### src/rtl/mwf_pkg.sv
// Shared types, constants and helpers of the median window filter.
// No dependencies; mwf_rank, median_window_filter and the testbench import this package.
`default_nettype none
package mwf_pkg;

  localparam int MAX_WIDTH    = 1024;
  localparam int MAX_RADIUS   = 3;
  localparam int SIDE_MAX     = 2 * MAX_RADIUS + 1;
  localparam int WIN_MAX      = SIDE_MAX * SIDE_MAX;
  localparam int HEIGHT_LIMIT = 4096;
  localparam int STORE_DEPTH  = SIDE_MAX * MAX_WIDTH;
  localparam int ADDR_W       = $clog2(STORE_DEPTH);
  localparam int COL_W        = $clog2(MAX_WIDTH);
  localparam int ROW_W        = $clog2(HEIGHT_LIMIT);
  localparam int IDX_W        = $clog2(WIN_MAX);
  localparam int PROD_W       = ROW_W + COL_W + 1;

  localparam logic [1:0] CFG_WIDTH  = 2'd0;
  localparam logic [1:0] CFG_HEIGHT = 2'd1;
  localparam logic [1:0] CFG_RADIUS = 2'd2;

  localparam logic OP_PIXEL = 1'b0;

  typedef struct packed {
    logic       operation;
    logic [7:0] red_in;
    logic [7:0] green_in;
    logic [7:0] blue_in;
  } in_req_t;

  typedef struct packed {
    logic [7:0] red_out;
    logic [7:0] green_out;
    logic [7:0] blue_out;
    logic       frame_last;
  } out_req_t;

  // Reduces row*width + column modulo the store depth (seven rows of 1024).
  // Bits above the row offset are reduced modulo 7 by folding octal digits.
  function automatic logic [ADDR_W-1:0] store_index(input logic [PROD_W-1:0] s);
    logic [PROD_W-11:0] hi;
    logic [4:0]         sum1;
    logic [3:0]         sum2;
    logic [2:0]         m;
    hi   = s[PROD_W-1:10];
    sum1 = 5'({2'b00, hi[2:0]}) + 5'({2'b00, hi[5:3]}) + 5'({2'b00, hi[8:6]})
         + 5'({2'b00, hi[11:9]}) + 5'({3'b000, hi[12]});
    sum2 = 4'({2'b00, sum1[4:3]}) + 4'({1'b0, sum1[2:0]});
    m    = (sum2 >= 4'd7) ? 3'(sum2 - 4'd7) : sum2[2:0];
    return {m, s[9:0]};
  endfunction

endpackage
`default_nettype wire

### src/rtl/mwf_rank.sv
// Running rank selection: three rows of insertion cells, one per channel.
// Depends on mwf_pkg for window size and index width.
`default_nettype none
module mwf_rank
  import mwf_pkg::*;
(
  input  wire              clk_i,
  input  wire              clear_i,
  input  wire              insert_i,
  input  wire  [23:0]      pixel_i,
  input  wire  [IDX_W-1:0] med_idx_i,
  output logic [23:0]      median_o
);

  logic [7:0] cell_q [3][WIN_MAX];

  // Cells start at the maximum value so that the first n cells hold the
  // sorted samples after n insertions.
  always_ff @(posedge clk_i) begin
    for (int c = 0; c < 3; c++) begin
      for (int k = 0; k < WIN_MAX; k++) begin
        if (clear_i) begin
          cell_q[c][k] <= 8'hFF;
        end else if (insert_i) begin
          if (pixel_i[8*(2-c) +: 8] < cell_q[c][k]) begin
            if (k == 0) begin
              cell_q[c][k] <= pixel_i[8*(2-c) +: 8];
            end else if (pixel_i[8*(2-c) +: 8] >= cell_q[c][k-1]) begin
              cell_q[c][k] <= pixel_i[8*(2-c) +: 8];
            end else begin
              cell_q[c][k] <= cell_q[c][k-1];
            end
          end
        end
      end
    end
  end

  assign median_o = {cell_q[0][med_idx_i], cell_q[1][med_idx_i], cell_q[2][med_idx_i]};

endmodule
`default_nettype wire

### config.mk
export PLATFORM = sky130hd
export DESIGN_NAME = mwf_rank
export DESIGN_NICKNAME = d
export VERILOG_FILES = /design/src/rtl/mwf_pkg.sv /design/src/rtl/mwf_rank.sv
export SDC_FILE = /design/constraint.sdc
export NUM_CORES = 2
export LEC_CHECK = 0
export ABC_CLOCK_PERIOD_IN_PS = 10370
export BUFFER_PORTS_ARGS = -buffer_cell sky130_fd_sc_hd__buf_2
export CAP_MARGIN = 0
export CORE_MARGIN = 3
export CORE_UTILIZATION = 45
export CTS_BUF_LIST = sky130_fd_sc_hd__clkbuf_4 sky130_fd_sc_hd__clkbuf_8
export CTS_CLUSTER_DIAMETER = 150
export DETAILED_ROUTE_END_ITERATION = 16
export PLACE_DENSITY = 0.57
export SLEW_MARGIN = 20
export SYNTH_ARGS = -nofsm -noshare
export SYNTH_HDL_FRONTEND = slang
export SYNTH_SLANG_ARGS = --single-unit
export TNS_END_PERCENT = 20
### constraint.sdc
create_clock -name clk_i -period 10.37 [get_ports clk_i]
set_input_delay 0.5185 -clock clk_i [delete_from_list [all_inputs] [get_ports clk_i]]
set_output_delay 0.5185 -clock clk_i [all_outputs]
set_load 0.01 [all_outputs]
# After elaboration in Yosys (flattened, before gate mapping)
# Memory sizes are Yosys's and may differ from the RTL's.
# Cells that the tools add are included.
[word_totals] register_bits=0 input_bits=33 n_memories=1 ram_bits=1176
[op_classes] n_mux=1754 magnitude_cmp=292 n_bitwise=292
[mem_list] memory="cell_q" words=3 word_bits=392 read_ports=3 rd_clocked_by_memory_dff=0 wr=3 line_no="mwf_rank.sv:15" source="logic [7:0] cell_q [3][WIN_MAX];"
[op_table] op="$mux 8" n=297
[op_table] op="$mux 1" n=1454
[op_table] op="$lt 8x8->1" n=147
[op_table] op="$ge 8x8->1" n=144
[op_table] op="$or 1x1->1" n=291
[op_table] op="$bmux 8 s6" n=3
[op_table] op="$ge 7x7->1 const B" n=1
[op_table] op="$not 6->7" n=1

# Depth between registers and ports, before layout
# An unclocked memory read counts as a cell.
[logic_depth] word_depth=9 ltp_mapped=10

# Least setup slack after synthesis
# Ideal clock, no wire load.
[synth_path] path_kind="input port to flip-flop" startpoint="input pixel_i[8]" endpoint="memory cell_q[1][304] in the netlist's numbering (enable)" cell_stages=7 setup_ps=384 arrival_ps=3751 setup_slack_ps=6235 n_path_buf=1 path_cell_list="inv_2 clkbuf_1 ha_1 and4b_1 a2111oi_0 o31ai_1 o21ai_0"
[synth_rtl] element="from (decl)" line_no="mwf_rank.sv:10" source="input wire [23:0] pixel_i,"
[synth_rtl] element="to (decl)" line_no="mwf_rank.sv:15"

# Worst setup path in the final report
[layout_path] startpoint="input med_idx_i[1]" endpoint="output median_o[2]"
[layout_between] elab_chain_cells=4
[layout_lines] element="from (decl)" line_no="mwf_rank.sv:11" source="input wire [IDX_W-1:0] med_idx_i,"
[layout_lines] element="$not 6->7 (implied by the code)" line_no="mwf_rank.sv:39" source="assign median_o = {cell_q[0][med_idx_i], cell_q[1][med_idx_i], cell_q[2][med_idx_i]};"
[layout_lines] element="$bmux 8 s6" line_no="mwf_rank.sv:39"
[layout_lines] element="$mux 8 (implied by the code) (2 in series)" line_no="mwf_rank.sv:39"
[layout_lines] element="to (decl)" line_no="mwf_rank.sv:12" source="output logic [23:0] median_o"
# Every way passes these cells. The select of a mux whose other input is x is not followed.

==> results.py <==
metrics = {
    "outcome": {
        "status": "finished, final reports clean",
    },
    "place": {
        "hpwl_mm": 190.6,
        "io_buffers": 56,
        "gp_congestion": 0.8756,
    },
    "clock_tree": {
        "postCtsResizedCells": 0,
        "numCtsBuffers": 217,
        "cts.sinks": 1176,
        "h-tree-depth": 4,
        "clk_pin_slew_worst_paths_ns": 0.06,
        "clockBufferDepth": 3,
        "clockRootBuffer": "clkbuf_8",
        "cts_tree": "built",
        "worstSkewPairLatency_ns": 1.00,
    },
    "finish": {
        "n_fill_cell": 18747,
        "syn_to_final_growth_pct": 8.088,
        "regMostFlops": "cell_q",
        "multiInputGateArea_um2": 53280,
        "ff_latch_area_um2": 35310,
        "largest_reg_flops": 1176,
        "reg_top3": "cell_q: 1176 flops",
        "final_common_cell": "nand2_1",
        "nets": 10050,
        "most-common-layout-cells": "nand2_1 (1321), edfxtp_1 (1176), ha_1 (1173)",
        "drive_above_1_share_pct": 10.44,
    },
    "setup_path": {
        "rrSetupSlack_ns": 7.43,
        "critical_path_buf_inv_count": 4,
        "critPathKind": "in -> out",
        "cp_cell_sequence": "buf_8 -> buf_4 -> buf_4 -> a21oi_1 -> o22ai_1 -> a211oi_1 -> a221oi_1 -> a21oi_1 -> buf_2",
        "cp-start-kind": "input pin",
        "cpPeakStageDelay_ns": 0.80,
        "cp_slowest_cell": "buf_4",
        "worstSetupEndpointType": "output port",
        "crit_arrival_ns": 4.55,
        "cp_top_family": "buffers and inverters",
        "crit_fanout": 97,
        "worstPathRequired_ns": 9.85,
    },
    "pwr": {
        "ir_drop_mv": 0.1238,
        "cellPowerDensity_nw_per_um2": 109.2,
        "finalPower_mw": 11.08,
        "leakage_nw": 54.24,
    },
    "min_path": {
        "hold_path.class": "in -> reg",
    },
    "yosys": {
        "synthesis.nets": 10006,
        "synth_flop_cell": "edfxtp_1",
        "synth_edf_count": 1176,
        "synth_top_area_share_pct": 37.63,
        "syn_avg_cell_area_um2": 10.66,
        "syn-instance-count": 8800,
        "synth_seq_cells": 1176,
        "synth_area_leaders": "edfxtp_1 (38%), ha_1 (16%), mux2i_1 (11%)",
        "synth.largest_area_cell": "edfxtp_1",
        "synth_area_um2": 93850,
        "synth_seq_area_share_pct": 37.63,
        "ys_types": 59,
        "ys_warn_count": 0,
        "synthArstFlopShare_pct": 0,
    },
    "timing": {
        "period_needed_ns": 5.071,
        "slew_headroom_pct": 25.94,
        "hold_violations": 0,
        "timing.fmax_mhz": 197.2,
        "rsz0062_at_grt": "no",
        "finalCritPeriodShare_pct": 48.90,
        "tightest_slew_ns": 1.099,
        "fin_worst_skew_ns": 0.04113,
        "slew_violations": 0,
        "setup_viol": 0,
        "timing.setup.tns_ns": 0,
    },
    "grt": {
        "grt-ovfl-total": 0,
        "grt_pass1_vias": 71501,
        "grtUsageTotal_pct": 25.91,
        "grt_first_pass_wirelength_mm": 434.0,
        "antenna_found_initial": 2,
        "grt_start_max_net_pins": 124,
    },
    "route": {
        "wirelength_mm": 284.4,
        "dr_total_vias": 70558,
        "viasPerCell": 5.980,
        "route.detailed.wl_per_inst_um": 24.11,
        "dr.pass1.iters": 6,
        "ant_nets": 0,
        "drtIter0Drc": 5523,
        "drc": 0,
    },
    "die": {
        "fp.dieW_um": 462.7,
        "die_h_um": 462.7,
        "core_um2": 206000,
        "ios": 57,
        "start_util_pct": 45.55,
        "die_area_um2": 214100,
        "placement_rows": 166,
    },
    "run": {
        "cap_viol_max_count": 0,
    },
}
-- per-stage QoR --
stage	cells	instance area [um2]	hold WS [ns]	setup WS [ns]	util, %
2_1_floorplan	8800	93850	0.5398	6.235	-
6_report	11799	101400	0.1297	5.299	49.23
4_1_cts	11793	101200	0.02715	5.416	49.13
3_3_place_gp	11391	96820	0.5596	5.414	46.99
3_5_place_dp	11391	96920	0.5555	5.411	47.04
5_1_grt	11798	101400	0.09781	5.077	49.23
-- metal layers --
metal  global-route usage, %  wire (um)
met2                   42.02     131500
met5                       0          0
met1                   36.09     127800
met4                   7.751       8063
met3                   3.433      17020
-- worst reg2reg max path, delay by kind of cell (launching register included) --
family	cells	cell delay, ns
compound gates	3	1.56
simple gates	1	0.20
flops	1	0.43
buf+inv	1	0.13
fa+ha+maj	1	0.26
-- where the power goes --
part	internal, mW	leakage, nW	total (mW)	switching, mW
sequential	5.24	8.71	5.26	0.0207
combinational	0.359	43.3	1.24	0.880
clock	2.40	2.26	4.57	2.17
total	8.00	54.2	11.1	3.07
-- layout make-up --
| cell class | count | share of cell area, % |
|---|---|---|
| Multi-Input combinational cell | 6231 | 52.52 |
| Sequential cell | 1176 | 34.81 |
| Inverter | 1093 | 4.067 |
| Tap cell | 2772 | 3.419 |
| Clock buffer | 272 | 3.358 |
| Timing Repair Buffer | 125 | 0.9621 |
| Clock inverter | 125 | 0.8462 |
| Antenna cell | 5 | 0.01233 |
-- kinds of logic after synthesis --
logic type	after synthesis	synth area share [%]
flops	1176	37.63
buf+inv	1393	5.901
mux	1339	17.59
compound gates	1727	13.23
simple gates	1992	10.01
fa+ha+maj	1173	15.64
-- timing repair --
| item | in CTS | in global routing |
|---|---|---|
| hold buffers | 5 | 0 |
| endpoints found under the setup margin | 0 | 0 |
| hold endpoints to repair | 23 | 0 |
| setup buffers | 0 | 0 |
-- cell usage after synthesis, types with 55 or more instances --
cell type	n
and4_1	133
a21oi_2	59
and2_1	59
nor3_1	55
inv_1	1091
ha_1	1173
nand2_1	1322
o31ai_1	57
nand2b_1	82
a31oi_4	75
mux2i_1	1053
a2111oi_0	76
and4b_1	76
mux4_2	239
o211ai_1	223
o21ai_1	90
and3_1	82
edfxtp_1	1176
nor2_1	119
a21o_1	362
clkbuf_1	187
o21ai_0	307
a21oi_1	328
-- path summary, 6_finish.rpt --
| check | start | end | depth (start not counted) |
|---|---|---|---|
| max | med_idx_i[1] | median_o[2] | 9 |
| min | pixel_i[1] | cell_q[2][241]$_DFFE_PP_ | 3 |
| max reg2reg | cell_q[2][354]$_DFFE_PP_ | cell_q[2][354]$_DFFE_PP_ | 6 |
| min reg2reg | cell_q[1][131]$_DFFE_PP_ | cell_q[1][123]$_DFFE_PP_ | 2 |
(Power assumes the default switching activity.)
